[src/rtl/utf8_whitespace_position_tracker_unit_macros.svh]
// ----------------------------------------------------------------------------
// Assertion macros for the whitespace position tracker
// Concurrent checks clocked on clock and disabled while reset is high.
// ----------------------------------------------------------------------------
`ifndef UTF8_WHITESPACE_POSITION_TRACKER_UNIT_MACROS_SVH
`define UTF8_WHITESPACE_POSITION_TRACKER_UNIT_MACROS_SVH

`ifndef SYNTHESIS
// Same-cycle implication
`define UWPT_ASSERT_IMPLY(label, ante, cons) \
   label: assert property (@(posedge clock) disable iff (reset) (ante) |-> (cons)) \
      else $error("uwpt assertion failed");
// Next-cycle implication
`define UWPT_ASSERT_NEXT(label, ante, cons) \
   label: assert property (@(posedge clock) disable iff (reset) (ante) |=> (cons)) \
      else $error("uwpt assertion failed");
`else
`define UWPT_ASSERT_IMPLY(label, ante, cons)
`define UWPT_ASSERT_NEXT(label, ante, cons)
`endif

`endif

[src/rtl/uwpt_pkg.sv]
// ----------------------------------------------------------------------------
// uwpt_pkg
// Widths, codes, byte constants and command/status types of the tracker.
// ----------------------------------------------------------------------------
package uwpt_pkg;

   localparam int LINE_BITS    = 24;
   localparam int COL_BITS     = 16;
   localparam int LEN_BITS     = 16;
   localparam int TAB_BITS     = 7;
   localparam int DIV_CNT_BITS = $clog2(COL_BITS + 1);

   localparam logic [TAB_BITS-1:0] TAB_SIZE_RESET = TAB_BITS'(4);

   // Commands on the request channel
   localparam logic CMD_START = 1'b0;
   localparam logic CMD_BYTE  = 1'b1;

   // Result status codes
   localparam logic [2:0] ST_STARTED  = 3'd0;
   localparam logic [2:0] ST_PENDING  = 3'd1;
   localparam logic [2:0] ST_CONSUMED = 3'd2;
   localparam logic [2:0] ST_STOPPED  = 3'd3;
   localparam logic [2:0] ST_IGNORED  = 3'd4;

   // Text bytes of interest
   localparam logic [7:0] CH_TAB   = 8'h09;
   localparam logic [7:0] CH_LF    = 8'h0a;
   localparam logic [7:0] CH_CR    = 8'h0d;
   localparam logic [7:0] CH_SPACE = 8'h20;
   localparam logic [7:0] CH_COMMA = 8'h2c;
   localparam logic [7:0] LEAD_C2  = 8'hc2;
   localparam logic [7:0] LEAD_E1  = 8'he1;
   localparam logic [7:0] LEAD_E2  = 8'he2;
   localparam logic [7:0] LEAD_E3  = 8'he3;
   localparam logic [7:0] CONT_80  = 8'h80;
   localparam logic [7:0] CONT_81  = 8'h81;
   localparam logic [7:0] CONT_85  = 8'h85;
   localparam logic [7:0] CONT_8A  = 8'h8a;
   localparam logic [7:0] CONT_9A  = 8'h9a;
   localparam logic [7:0] CONT_9F  = 8'h9f;
   localparam logic [7:0] CONT_A0  = 8'ha0;
   localparam logic [7:0] CONT_A8  = 8'ha8;
   localparam logic [7:0] CONT_A9  = 8'ha9;
   localparam logic [7:0] CONT_AF  = 8'haf;

   // Controller to datapath
   typedef struct packed {
      logic accept;    // request transaction taken this cycle
      logic step;      // one remainder iteration
      logic finish;    // complete the tab update
      logic load_out;  // load the response register
   } ctrl_cmd_type;

   // Datapath to controller
   typedef struct packed {
      logic needs_div;  // current request is a tab that needs the remainder
   } dp_status_type;

endpackage

[src/rtl/uwpt_req_if.sv]
// ----------------------------------------------------------------------------
// uwpt_req_if
// Request channel: start command or one text byte, valid/ready handshake.
// ----------------------------------------------------------------------------
interface uwpt_req_if;
   logic                           valid;
   logic                           ready;
   logic                           cmd;
   logic [7:0]                     data_byte;
   logic [uwpt_pkg::LINE_BITS-1:0] start_line;
   logic [uwpt_pkg::COL_BITS-1:0]  start_col;
   logic                           one_newline;

   modport source (output valid, cmd, data_byte, start_line, start_col, one_newline,
                   input ready);
   modport sink   (input valid, cmd, data_byte, start_line, start_col, one_newline,
                   output ready);
endinterface

[src/rtl/uwpt_rsp_if.sv]
// ----------------------------------------------------------------------------
// uwpt_rsp_if
// Response channel: status and position per request, valid/ready handshake.
// ----------------------------------------------------------------------------
interface uwpt_rsp_if;
   logic                           valid;
   logic                           ready;
   logic [2:0]                     status;
   logic [uwpt_pkg::LEN_BITS-1:0]  run_length;
   logic [uwpt_pkg::LINE_BITS-1:0] line;
   logic [uwpt_pkg::COL_BITS-1:0]  col;
   logic                           done_res;

   modport source (output valid, status, run_length, line, col, done_res,
                   input ready);
   modport sink   (input valid, status, run_length, line, col, done_res,
                   output ready);
endinterface

[src/rtl/uwpt_ctrl.sv]
// ----------------------------------------------------------------------------
// uwpt_ctrl
// Controller: handshakes, tab remainder sequencing and response valid.
// ----------------------------------------------------------------------------
`include "utf8_whitespace_position_tracker_unit_macros.svh"

module uwpt_ctrl (
   input  logic                    clock,
   input  logic                    reset,
   input  logic                    req_valid,
   output logic                    req_ready,
   output logic                    rsp_valid,
   input  logic                    rsp_ready,
   input  uwpt_pkg::dp_status_type status,
   output uwpt_pkg::ctrl_cmd_type  cmd
);

   localparam logic S_IDLE = 1'b0;
   localparam logic S_DIV  = 1'b1;

   localparam logic [uwpt_pkg::DIV_CNT_BITS-1:0] CNT_LAST =
      uwpt_pkg::DIV_CNT_BITS'(uwpt_pkg::COL_BITS);

   logic                              state_ff, state_in;
   logic [uwpt_pkg::DIV_CNT_BITS-1:0] count_ff, count_in;
   logic                              rsp_valid_ff, rsp_valid_in;
   logic                              out_free;
   logic                              div_done;

   // Response register is free when empty or being drained
   assign out_free  = !rsp_valid_ff || rsp_ready;
   assign div_done  = (count_ff == CNT_LAST);
   assign req_ready = (state_ff == S_IDLE) && out_free;
   assign rsp_valid = rsp_valid_ff;

   // Decode commands
   always_comb begin
      cmd.accept   = req_valid && req_ready;
      cmd.step     = (state_ff == S_DIV) && !div_done;
      cmd.finish   = (state_ff == S_DIV) && div_done && out_free;
      cmd.load_out = (cmd.accept && !status.needs_div) || cmd.finish;
   end

   // Advance state and iteration count
   always_comb begin
      state_in = state_ff;
      count_in = count_ff;
      unique case (state_ff)
         S_IDLE: begin
            if (cmd.accept && status.needs_div) begin
               state_in = S_DIV;
               count_in = '0;
            end
         end
         S_DIV: begin
            if (cmd.step) begin
               count_in = count_ff + uwpt_pkg::DIV_CNT_BITS'(1);
            end
            if (cmd.finish) begin
               state_in = S_IDLE;
            end
         end
         default: begin
            state_in = S_IDLE;
         end
      endcase
   end

   // Hold the response until taken
   always_comb begin
      rsp_valid_in = rsp_valid_ff;
      if (cmd.load_out) begin
         rsp_valid_in = 1'b1;
      end else if (rsp_ready) begin
         rsp_valid_in = 1'b0;
      end
   end

   always_ff @(posedge clock) begin
      if (reset) begin
         state_ff     <= S_IDLE;
         count_ff     <= '0;
         rsp_valid_ff <= 1'b0;
      end else begin
         state_ff     <= state_in;
         count_ff     <= count_in;
         rsp_valid_ff <= rsp_valid_in;
      end
   end

   `UWPT_ASSERT_NEXT(a_tab_enters_div, cmd.accept && status.needs_div, state_ff == S_DIV)
   `UWPT_ASSERT_NEXT(a_load_sets_valid, cmd.load_out, rsp_valid_ff)
   `UWPT_ASSERT_NEXT(a_count_advances, cmd.step,
                     count_ff == $past(count_ff) + uwpt_pkg::DIV_CNT_BITS'(1))
   `UWPT_ASSERT_IMPLY(a_no_accept_in_div, state_ff == S_DIV, !cmd.accept && !cmd.load_out
                      || cmd.finish)

endmodule

[src/rtl/uwpt_datapath.sv]
// ----------------------------------------------------------------------------
// uwpt_datapath
// Position state, whitespace decode, tab remainder unit and response register.
// ----------------------------------------------------------------------------
module uwpt_datapath (
   input  logic                           clock,
   input  logic                           reset,
   input  uwpt_pkg::ctrl_cmd_type         cmd,
   output uwpt_pkg::dp_status_type        status,
   input  logic                           csr_write_enable,
   input  logic [uwpt_pkg::TAB_BITS-1:0]  csr_write_data,
   input  logic                           req_cmd,
   input  logic [7:0]                     req_data_byte,
   input  logic [uwpt_pkg::LINE_BITS-1:0] req_start_line,
   input  logic [uwpt_pkg::COL_BITS-1:0]  req_start_col,
   input  logic                           req_one_newline,
   output logic [2:0]                     rsp_status,
   output logic [uwpt_pkg::LEN_BITS-1:0]  rsp_run_length,
   output logic [uwpt_pkg::LINE_BITS-1:0] rsp_line,
   output logic [uwpt_pkg::COL_BITS-1:0]  rsp_col,
   output logic                           rsp_done_res
);

   localparam int LB = uwpt_pkg::LINE_BITS;
   localparam int CB = uwpt_pkg::COL_BITS;
   localparam int NB = uwpt_pkg::LEN_BITS;
   localparam int TB = uwpt_pkg::TAB_BITS;

   function automatic logic [NB-1:0] sat_len(input logic [NB-1:0] v, input logic [1:0] d);
      logic [NB:0] s;
      s = {1'b0, v} + {{(NB-1){1'b0}}, d};
      return s[NB] ? {NB{1'b1}} : s[NB-1:0];
   endfunction

   function automatic logic [CB-1:0] sat_col(input logic [CB-1:0] v, input logic [TB-1:0] d);
      logic [CB:0] s;
      s = {1'b0, v} + {{(CB+1-TB){1'b0}}, d};
      return s[CB] ? {CB{1'b1}} : s[CB-1:0];
   endfunction

   function automatic logic [LB-1:0] sat_line(input logic [LB-1:0] v);
      logic [LB:0] s;
      s = {1'b0, v} + {{LB{1'b0}}, 1'b1};
      return s[LB] ? {LB{1'b1}} : s[LB-1:0];
   endfunction

   // Configuration and position state
   logic [TB-1:0] tab_size_ff;
   logic [LB-1:0] line_ff, line_in;
   logic [CB-1:0] col_ff, col_in;
   logic [NB-1:0] len_ff, len_in;
   logic [7:0]    pfx0_ff, pfx0_in;
   logic [7:0]    pfx1_ff, pfx1_in;
   logic [1:0]    pcnt_ff, pcnt_in;
   logic          after_cr_ff, after_cr_in;
   logic          stop_ff, stop_in;
   logic          active_ff, active_in;
   logic [2:0]    step_status;
   logic          needs_div;

   // Tab remainder unit
   logic [CB-1:0] dvd_ff;
   logic [TB-1:0] rem_ff;
   logic [TB-1:0] ts_ff;
   logic [TB:0]   trial;
   logic [TB-1:0] rem_next;
   logic [TB-1:0] tab_off;
   logic [TB-1:0] tab_inc;
   logic [CB-1:0] col_tab;
   logic [NB-1:0] len_tab;

   // Response register
   logic [2:0]    out_status_ff;
   logic [NB-1:0] out_len_ff;
   logic [LB-1:0] out_line_ff;
   logic [CB-1:0] out_col_ff;
   logic          out_done_ff;

   assign status.needs_div = needs_div;

   // Decode one request against the current state
   always_comb begin
      logic handled;
      logic do_close;
      logic e280;
      logic [7:0] b;
      handled     = 1'b0;
      do_close    = 1'b0;
      b           = req_data_byte;
      e280        = (pfx0_ff == uwpt_pkg::LEAD_E2) && (pfx1_ff == uwpt_pkg::CONT_80);
      line_in     = line_ff;
      col_in      = col_ff;
      len_in      = len_ff;
      pfx0_in     = pfx0_ff;
      pfx1_in     = pfx1_ff;
      pcnt_in     = pcnt_ff;
      after_cr_in = after_cr_ff;
      stop_in     = stop_ff;
      active_in   = active_ff;
      step_status = uwpt_pkg::ST_CONSUMED;
      needs_div   = 1'b0;

      if (req_cmd == uwpt_pkg::CMD_START) begin
         // Open a measurement
         line_in     = req_start_line;
         col_in      = req_start_col;
         len_in      = '0;
         pfx0_in     = '0;
         pfx1_in     = '0;
         pcnt_in     = '0;
         after_cr_in = 1'b0;
         stop_in     = req_one_newline;
         active_in   = 1'b1;
         step_status = uwpt_pkg::ST_STARTED;
      end else if (!active_ff) begin
         step_status = uwpt_pkg::ST_IGNORED;
      end else begin
         // Byte following a carriage return
         if (after_cr_ff) begin
            after_cr_in = 1'b0;
            if (b == uwpt_pkg::CH_LF) begin
               len_in   = sat_len(len_ff, 2'd1);
               do_close = stop_ff;
               handled  = 1'b1;
            end else if (stop_ff) begin
               do_close    = 1'b1;
               step_status = uwpt_pkg::ST_STOPPED;
               handled     = 1'b1;
            end
         end

         if (!handled) begin
            priority if (pcnt_ff == 2'd0) begin
               priority if (b == uwpt_pkg::CH_SPACE || b == uwpt_pkg::CH_COMMA) begin
                  len_in  = sat_len(len_ff, 2'd1);
                  col_in  = sat_col(col_ff, TB'(1));
               end else if (b == uwpt_pkg::CH_TAB) begin
                  needs_div = 1'b1;
               end else if (b == uwpt_pkg::CH_LF) begin
                  len_in   = sat_len(len_ff, 2'd1);
                  line_in  = sat_line(line_ff);
                  col_in   = CB'(1);
                  do_close = stop_ff;
               end else if (b == uwpt_pkg::CH_CR) begin
                  len_in      = sat_len(len_ff, 2'd1);
                  line_in     = sat_line(line_ff);
                  col_in      = CB'(1);
                  after_cr_in = 1'b1;
               end else if (b == uwpt_pkg::LEAD_C2 || b == uwpt_pkg::LEAD_E1 ||
                            b == uwpt_pkg::LEAD_E2 || b == uwpt_pkg::LEAD_E3) begin
                  pfx0_in     = b;
                  pcnt_in     = 2'd1;
                  step_status = uwpt_pkg::ST_PENDING;
               end else begin
                  do_close    = 1'b1;
                  step_status = uwpt_pkg::ST_STOPPED;
               end
            end else if (pcnt_ff == 2'd1) begin
               priority if (pfx0_ff == uwpt_pkg::LEAD_C2 && b == uwpt_pkg::CONT_A0) begin
                  len_in  = sat_len(len_ff, 2'd2);
                  col_in  = sat_col(col_ff, TB'(1));
                  pcnt_in = 2'd0;
               end else if (pfx0_ff == uwpt_pkg::LEAD_C2 && b == uwpt_pkg::CONT_85) begin
                  len_in   = sat_len(len_ff, 2'd2);
                  line_in  = sat_line(line_ff);
                  col_in   = CB'(1);
                  pcnt_in  = 2'd0;
                  do_close = stop_ff;
               end else if ((pfx0_ff == uwpt_pkg::LEAD_E1 && b == uwpt_pkg::CONT_9A) ||
                            (pfx0_ff == uwpt_pkg::LEAD_E2 &&
                             (b == uwpt_pkg::CONT_80 || b == uwpt_pkg::CONT_81)) ||
                            (pfx0_ff == uwpt_pkg::LEAD_E3 && b == uwpt_pkg::CONT_80)) begin
                  pfx1_in     = b;
                  pcnt_in     = 2'd2;
                  step_status = uwpt_pkg::ST_PENDING;
               end else begin
                  do_close    = 1'b1;
                  step_status = uwpt_pkg::ST_STOPPED;
               end
            end else begin
               priority if ((pfx0_ff == uwpt_pkg::LEAD_E1 && pfx1_ff == uwpt_pkg::CONT_9A &&
                             b == uwpt_pkg::CONT_80) ||
                            (e280 && b >= uwpt_pkg::CONT_80 && b <= uwpt_pkg::CONT_8A) ||
                            (e280 && b == uwpt_pkg::CONT_AF) ||
                            (pfx0_ff == uwpt_pkg::LEAD_E2 && pfx1_ff == uwpt_pkg::CONT_81 &&
                             b == uwpt_pkg::CONT_9F) ||
                            (pfx0_ff == uwpt_pkg::LEAD_E3 && pfx1_ff == uwpt_pkg::CONT_80 &&
                             b == uwpt_pkg::CONT_80)) begin
                  len_in  = sat_len(len_ff, 2'd3);
                  col_in  = sat_col(col_ff, TB'(1));
                  pcnt_in = 2'd0;
               end else if (e280 && (b == uwpt_pkg::CONT_A8 || b == uwpt_pkg::CONT_A9)) begin
                  len_in   = sat_len(len_ff, 2'd3);
                  line_in  = sat_line(line_ff);
                  col_in   = CB'(1);
                  pcnt_in  = 2'd0;
                  do_close = stop_ff;
               end else begin
                  do_close    = 1'b1;
                  step_status = uwpt_pkg::ST_STOPPED;
               end
            end
         end

         // Close the measurement
         if (do_close) begin
            active_in   = 1'b0;
            pcnt_in     = 2'd0;
            after_cr_in = 1'b0;
         end
      end
   end

   // One restoring remainder iteration
   always_comb begin
      trial = {rem_ff, dvd_ff[CB-1]};
      if (trial >= {1'b0, ts_ff}) begin
         trial = trial - {1'b0, ts_ff};
      end
      rem_next = trial[TB-1:0];
   end

   // Tab completion: advance to the next stop
   assign tab_off = (col_ff == '0) ? '0 : rem_ff;
   assign tab_inc = ts_ff - tab_off;
   assign col_tab = sat_col(col_ff, tab_inc);
   assign len_tab = sat_len(len_ff, 2'd1);

   // Configuration register
   always_ff @(posedge clock) begin
      if (reset) begin
         tab_size_ff <= uwpt_pkg::TAB_SIZE_RESET;
      end else if (csr_write_enable) begin
         tab_size_ff <= csr_write_data;
      end
   end

   // Update the position state
   always_ff @(posedge clock) begin
      if (reset) begin
         line_ff     <= LB'(1);
         col_ff      <= CB'(1);
         len_ff      <= '0;
         pfx0_ff     <= '0;
         pfx1_ff     <= '0;
         pcnt_ff     <= '0;
         after_cr_ff <= 1'b0;
         stop_ff     <= 1'b0;
         active_ff   <= 1'b0;
      end else if (cmd.accept) begin
         line_ff     <= line_in;
         col_ff      <= col_in;
         len_ff      <= len_in;
         pfx0_ff     <= pfx0_in;
         pfx1_ff     <= pfx1_in;
         pcnt_ff     <= pcnt_in;
         after_cr_ff <= after_cr_in;
         stop_ff     <= stop_in;
         active_ff   <= active_in;
      end else if (cmd.finish) begin
         col_ff <= col_tab;
         len_ff <= len_tab;
      end
   end

   // Load and iterate the remainder unit
   always_ff @(posedge clock) begin
      if (cmd.accept) begin
         dvd_ff <= col_ff - CB'(1);
         rem_ff <= '0;
         ts_ff  <= (tab_size_ff == '0) ? TB'(1) : tab_size_ff;
      end else if (cmd.step) begin
         dvd_ff <= {dvd_ff[CB-2:0], 1'b0};
         rem_ff <= rem_next;
      end
   end

   // Load the response register
   always_ff @(posedge clock) begin
      if (cmd.load_out) begin
         if (cmd.finish) begin
            out_status_ff <= uwpt_pkg::ST_CONSUMED;
            out_len_ff    <= len_tab;
            out_line_ff   <= line_ff;
            out_col_ff    <= col_tab;
            out_done_ff   <= !active_ff;
         end else begin
            out_status_ff <= step_status;
            out_len_ff    <= len_in;
            out_line_ff   <= line_in;
            out_col_ff    <= col_in;
            out_done_ff   <= !active_in;
         end
      end
   end

   assign rsp_status     = out_status_ff;
   assign rsp_run_length = out_len_ff;
   assign rsp_line       = out_line_ff;
   assign rsp_col        = out_col_ff;
   assign rsp_done_res   = out_done_ff;

endmodule

[src/rtl/utf8_whitespace_position_tracker_unit.sv]
// ----------------------------------------------------------------------------
// utf8_whitespace_position_tracker_unit
// Measures a run of ASCII and UTF-8 whitespace with line and column tracking.
// ----------------------------------------------------------------------------
// Usage:
//   req_chan carries one transaction per start command or text byte; a start
//   command loads line, column and the stop-after-one-newline mode. Every
//   request yields exactly one response transaction on rsp_chan with status,
//   run length, line, column and a done flag.
//   csr_write_enable/csr_write_data write the tab size; write it only while
//   no request is outstanding.
// Latency and throughput:
//   A start command or a non-tab byte is decoded in the accept cycle and its
//   response is valid in the cycle after: one request per cycle while the
//   response side takes them. A tab needs the column offset modulo the tab
//   size, computed by a restoring remainder unit at one bit per cycle over
//   the 16 column bits; no new request is accepted until the tab completes.
// Reset:
//   Line and column go to 1, run length to 0, tab size to 4, no measurement
//   is open and no response is pending.
// Stall:
//   A response holds in its output register until taken; outside a tab, a
//   new request is accepted in the same cycle the held response drains.
// ----------------------------------------------------------------------------
module utf8_whitespace_position_tracker_unit (
   input  logic                          clock,
   input  logic                          reset,
   uwpt_req_if.sink                      req_chan,
   uwpt_rsp_if.source                    rsp_chan,
   input  logic                          csr_write_enable,
   input  logic [uwpt_pkg::TAB_BITS-1:0] csr_write_data
);

   uwpt_pkg::ctrl_cmd_type  ctrl_cmd;
   uwpt_pkg::dp_status_type dp_status;

   // Sequence handshakes and the tab remainder
   uwpt_ctrl u_ctrl (
      .clock     (clock),
      .reset     (reset),
      .req_valid (req_chan.valid),
      .req_ready (req_chan.ready),
      .rsp_valid (rsp_chan.valid),
      .rsp_ready (rsp_chan.ready),
      .status    (dp_status),
      .cmd       (ctrl_cmd)
   );

   // Decode bytes and hold the position state
   uwpt_datapath u_datapath (
      .clock            (clock),
      .reset            (reset),
      .cmd              (ctrl_cmd),
      .status           (dp_status),
      .csr_write_enable (csr_write_enable),
      .csr_write_data   (csr_write_data),
      .req_cmd          (req_chan.cmd),
      .req_data_byte    (req_chan.data_byte),
      .req_start_line   (req_chan.start_line),
      .req_start_col    (req_chan.start_col),
      .req_one_newline  (req_chan.one_newline),
      .rsp_status       (rsp_chan.status),
      .rsp_run_length   (rsp_chan.run_length),
      .rsp_line         (rsp_chan.line),
      .rsp_col          (rsp_chan.col),
      .rsp_done_res     (rsp_chan.done_res)
   );

endmodule

[src/flat_wrapper.sv]
// flat-port wrapper written by rule: the top's interface ports become plain ports
module utf8_whitespace_position_tracker_unit_flat 
  (clock, reset, csr_write_enable, csr_write_data, req_chan_valid, req_chan_cmd, req_chan_data_byte, req_chan_start_line, req_chan_start_col, req_chan_one_newline, req_chan_ready, rsp_chan_valid, rsp_chan_status, rsp_chan_run_length, rsp_chan_line, rsp_chan_col, rsp_chan_done_res, rsp_chan_ready);
  uwpt_req_if req_chan_i ();
  uwpt_rsp_if rsp_chan_i ();
  input  logic clock;
  input  logic reset;
  input  logic csr_write_enable;
  input  logic [uwpt_pkg::TAB_BITS-1:0] csr_write_data;
  input wire logic [$bits(req_chan_i.valid)-1:0] req_chan_valid;
  input wire logic [$bits(req_chan_i.cmd)-1:0] req_chan_cmd;
  input wire logic [$bits(req_chan_i.data_byte)-1:0] req_chan_data_byte;
  input wire logic [$bits(req_chan_i.start_line)-1:0] req_chan_start_line;
  input wire logic [$bits(req_chan_i.start_col)-1:0] req_chan_start_col;
  input wire logic [$bits(req_chan_i.one_newline)-1:0] req_chan_one_newline;
  output wire logic [$bits(req_chan_i.ready)-1:0] req_chan_ready;
  output wire logic [$bits(rsp_chan_i.valid)-1:0] rsp_chan_valid;
  output wire logic [$bits(rsp_chan_i.status)-1:0] rsp_chan_status;
  output wire logic [$bits(rsp_chan_i.run_length)-1:0] rsp_chan_run_length;
  output wire logic [$bits(rsp_chan_i.line)-1:0] rsp_chan_line;
  output wire logic [$bits(rsp_chan_i.col)-1:0] rsp_chan_col;
  output wire logic [$bits(rsp_chan_i.done_res)-1:0] rsp_chan_done_res;
  input wire logic [$bits(rsp_chan_i.ready)-1:0] rsp_chan_ready;
  assign req_chan_i.valid = req_chan_valid;
  assign req_chan_i.cmd = req_chan_cmd;
  assign req_chan_i.data_byte = req_chan_data_byte;
  assign req_chan_i.start_line = req_chan_start_line;
  assign req_chan_i.start_col = req_chan_start_col;
  assign req_chan_i.one_newline = req_chan_one_newline;
  assign req_chan_ready = req_chan_i.ready;
  assign rsp_chan_valid = rsp_chan_i.valid;
  assign rsp_chan_status = rsp_chan_i.status;
  assign rsp_chan_run_length = rsp_chan_i.run_length;
  assign rsp_chan_line = rsp_chan_i.line;
  assign rsp_chan_col = rsp_chan_i.col;
  assign rsp_chan_done_res = rsp_chan_i.done_res;
  assign rsp_chan_i.ready = rsp_chan_ready;
  utf8_whitespace_position_tracker_unit u_core (.clock(clock), .reset(reset), .req_chan(req_chan_i), .rsp_chan(rsp_chan_i), .csr_write_enable(csr_write_enable), .csr_write_data(csr_write_data));
endmodule
[config.mk]
export PLATFORM = sky130hd
export DESIGN_NAME = utf8_whitespace_position_tracker_unit_flat
export DESIGN_NICKNAME = d
export VERILOG_FILES = /design/src/rtl/uwpt_pkg.sv /design/src/rtl/uwpt_req_if.sv /design/src/rtl/uwpt_rsp_if.sv /design/src/rtl/uwpt_ctrl.sv /design/src/rtl/uwpt_datapath.sv /design/src/rtl/utf8_whitespace_position_tracker_unit.sv /design/src/flat_wrapper.sv
export VERILOG_INCLUDE_DIRS = /design/src /design/src/rtl
export SDC_FILE = /design/constraint.sdc
export NUM_CORES = 1
export LEC_CHECK = 0
export BUFFER_PORTS_ARGS = -buffer_cell sky130_fd_sc_hd__buf_2
export CORE_MARGIN = 10
export CORE_UTILIZATION = 25
export CTS_CLUSTER_SIZE = 10
export DETAILED_ROUTE_END_ITERATION = 10
export MAX_ROUTING_LAYER = met4
export PLACE_DENSITY = 0.38
export RECOVER_POWER = 50
export SLEW_MARGIN = 20
export SYNTH_ARGS = -nofsm -noshare
export SYNTH_HDL_FRONTEND = slang
export SYNTH_SLANG_ARGS = --single-unit
[constraint.sdc]
create_clock -name clock -period 6.2 [get_ports clock]
set_input_delay 0 -clock clock [delete_from_list [all_inputs] [get_ports clock]]
set_output_delay 0 -clock clock [all_outputs]
set_load 0.005 [all_outputs]
==> metrics.md <==
| Metric | Value |
|---|---|
| Nets | between 1,500 and 2,000 |
| Ys Warns | 0 |
| CTS root buf | clkbuf_16 |
| Critical path's slowest cell | a21oi_1 |
| Fmax | between 150 and 200 MHz |
| Area Overhead vs Synth | 16.9% |
| Global Route Usage Sum | between 15 and 20% |
| Die W | 249 um |
| ANT nets after route | 0 |
| Ant. Diodes | 0 |
| Pint | around 2.2 mW |
| Vias in the first global route | ~13,000 |
| Initial DRT Pass Iterations | 5 |
| Clk slew on worst S/H paths | around 70 ps |
| Cell area after layout | 15,300 um^2 |
| Worst Setup SP | u_core.u_datapath.col_ff[9]$_SDFFE_PP0P_ |
| FF-to-FF path depth | 14 |
| Input/output buffers | between 100 and 150 |
| DR WL/cell | ~22 um |
| Setup WS pre-CTS | roughly 850 ps |
| Post-CTS setup buffer count | 0 |
| Top cell type's share of synthesized area | a little under a fifth |
| Maximum level of the CTS H-tree | 4 |
| Final Critical Period | 5320 ps |
| Seq pwr share | about 46% |
| Clock skew | around 12 ps |
| Commonest cells post-synth | 193 x nor2_1, 152 x nand2_1, 122 x a21oi_1, 115 x o21ai_0, 98 x dfxtp_1 |
| Net Count, Synth | approximately 1,700 |
| Hold Crit Start | req_chan_start_col[5] |
| Clock Power Share | between 30% and 40% |
| Layout cell share with drive strength beyond 1 | 9.00% |
| Unique masters post-synth | around 100 |
| Fillers | approximately 5,600 |
| FF-to-FF Start | u_core.u_datapath.col_ff[9]$_SDFFE_PP0P_ |
| Status | finished, violations left |
| Hold path cells | 4 |
| Async set-reset flop share out of synthesis | 0% |
| Compound-Gate Fraction of Synth Area | approximately 27% |
| I/O Pins | around 120 |
| Hold Slack | around 81 ps |
| Switching pwr | a little under 900 uW |
| Crit start category | flop |
| Post-synth top area cell | edfxtp_1 |
| Adder-cell share of the synthesized area | under 10% |
| Worst-Margin Slew | between 2000 and 3000 ps |
| Xor/xnor share of the synthesized area | about 4.1% |
| TritonCTS Buffers | 17 |
| Die H | 249 um |
| First-pass GRT wire length | just over 80 mm |
| Simple-gate share of the synthesized area | roughly a quarter |
| Initial antenna violation count | 0 |
| Post-synthesis mux area share | 2.18% |
| Gpl congestion | roughly 0.90 |
| Placed cell areas | approximately 14,000 um^2 |
| Kind of critical path | reg -> reg |
| Fin. Hold Viols | 0 |
| Max Buffers Root-to-Sink | 2 |
| Synth Area per Inst | around 8.1 um^2 |
| Drt drc | 0 |
| Pwr Total | between 3 and 4 mW |
| Final setup fails | 0 |
| Max_slew headroom | -80.0% |
| Die area | just over 60,000 um^2 |
| Max_cap viols | 6 |
| Max VDD drop | 0.182 mV |
| Dominant cells by area after synthesis | edfxtp_1 19%, dfxtp_1 15%, nor2_1 5.5% |
| Largest family of logic cells by synthesized area | compound AO/OA/AOI/OAI gates |
| Most used DFF post-synth | dfxtp_1 |
| Row cnt | between 80 and 90 |
| Starting DRT DRC Count | around 1,200 |
| Final Max Slew Viols | 190 |
| Final period utilization | a little under nine tenths |
| Synth Instances | between 1,500 and 2,000 |
| Critical Path, Cell by Cell | or4_1 > nor3_1 > nand4_1 > and2_1 > ha_1 > inv_1 > fa_1 > fa_1 > a21o_1 > a21oi_1 > o21ai_0 > and2_1 > a21oi_1 > a22oi_1 |
| Pwr/cell area | around 200 nW/um^2 |
| Switching Fraction | 28.8% |
| CTS sink count | 181 |
| Largest net degree at the start of global routing | 61 |
| Via/cell ratio | roughly 5.4 |
| Setup TNS Final | 0 ps |
| Final WS setup | a little under 900 ps |
| Arrival time worst endpoint | ~5500 ps |
| Post-Syn Area | around 13,000 um^2 |
| Routed WL | between 50 and 60 mm |
| Vias | approximately 13,000 |
| Dpl hpwl | 38.0 mm |
| Worst hold path type | in -> reg |
| Post-synthesis sequential area ratio | 34.1% |
| RSZ-0062 raised after global routing | false |
| Most common cell in the synthesized netlist | nor2_1 |
| CP peak stage delay | 720 ps |
| Critical Path End Type | flop |
| CTS tree | done |
| Combinational group share of total power | 15.3% |
| Clk_lat worst skew | between 400 and 500 ps |
| Remaining Overflow, GRT | 0 |
| Maximum fanout along the worst path | 16 |
| CORE AREA | 51,500 um^2 |
| Critical path data required time | roughly 6400 ps |
| Leak Pwr | between 5 and 6 nW |
| Starting density of the core | around a quarter |
| EDFF count, synth | 83 |
| Number of synthesized register bits | roughly 180 |
| Failing checks | capacitance limit, slew limit |
state kept, by name, indices dropped and copies added, names as in the netlist, 16 cells and up:
signal and count:
u_core.u_datapath.len_ff 16, u_core.u_datapath.col_ff 16, u_core.u_datapath.rsp_line 24, u_core.u_datapath.rsp_col 16
u_core.u_datapath.rsp_run_length 16, u_core.u_datapath.dvd_ff 16, u_core.u_datapath.line_ff 24
placed cells by master, fill, tap and decap left out, types with 12 or more instances in the layout:
master	netlist	layout
nor4_1	20	19
a211oi_1	27	27
nor2_1	193	193
a22oi_1	16	16
xnor2_1	33	33
buf_2	18	62
edfxtp_1	83	83
nor3_1	40	39
o211ai_1	15	16
mux2i_1	24	24
dlygate4sd3_1	0	58
inv_1	36	36
ha_1	31	31
nor2b_1	17	17
clkbuf_16	0	17
a21o_1	20	20
a31oi_1	42	42
o31ai_1	13	13
o22ai_1	25	25
o21ai_0	115	118
nand2_1	152	151
clkbuf_1	96	67
and2_1	12	12
a21oi_1	122	122
xor2_1	28	28
and3_1	31	31
nand3_1	54	54
nand4_1	32	32
buf_4	0	17
dfxtp_1	98	98
power groups by stage:
stage / registers (mW) / logic (mW) / clock network (mW)
2_1_floorplan: 1.38 / 0.300 / 0
4_1_cts: 1.40 / 0.482 / 1.25
5_1_grt: 1.41 / 0.519 / 1.29
3_5_place_dp: 1.42 / 0.449 / 0
6_report: 1.40 / 0.469 / 1.20
3_3_place_gp: 1.42 / 0.451 / 0
timing repair:
item	4_1_cts	5_1_grt
hold endpoints to repair	80	0
gates resized for setup	0	0
hold buffers	58	0
cell type report:
class                   count  area [um^2]  area share [%]
clock inverters            13          180            1.18
well taps                 680          851            5.57
clock buffers              19          433            2.83
repair buffers            203         1270            8.29
inverters                  37          139           0.908
flip-flops and latches    181         4450            29.1
multi-input cells        1280         7960            52.1
critical path: cells and delay by family (launching register included):
family	cells	cell delay, ps
fa+ha+maj	3	1120
simple gates	5	1760
compound gates	5	1570
flops	1	470
buf+inv	1	80
path summary, 6_finish.rpt:
check	slack, ps	end
min	80	u_core.u_datapath.col_ff[5]$_SDFFE_PP0P_
max reg2reg	880	u_core.u_datapath.rsp_col[7]$_DFFE_PP_
min reg2reg	480	u_core.u_datapath.ts_ff[5]$_SDFFCE_PN0P_
max	880	u_core.u_datapath.rsp_col[7]$_DFFE_PP_
layer usage:
layer,wire (um),vias to the layer above,track usage (%)
li1,-,6270,-
met1,25000,6428,22.2
met2,25600,359,28.1
met3,2410,54,3.12
met4,888,0,4.13
met5,0,-,-
kinds of logic (layout without fill, tap and decap cells):
kind of cell               after synthesis  after routing
and+or+nand+nor                        627            627
buffers and inverters                  162            272
xor gates and xnor gates                61             61
DFF                                    181            181
adders and majority gates               34             34
AOI/OAI and AO/OA                      530            530
muxes                                   28             28
metrics by stage:
| step | util, % | std cells |
|---|---|---|
| after CTS | 29.9 | 2413 |
| after global placement | 27.6 | 2323 |
| after floorplan | - | 1623 |
| final | 29.7 | 2413 |
| after global routing | 29.7 | 2413 |
| after detailed placement | 27.6 | 2323 |
Power figures use the tool's default switching activity.
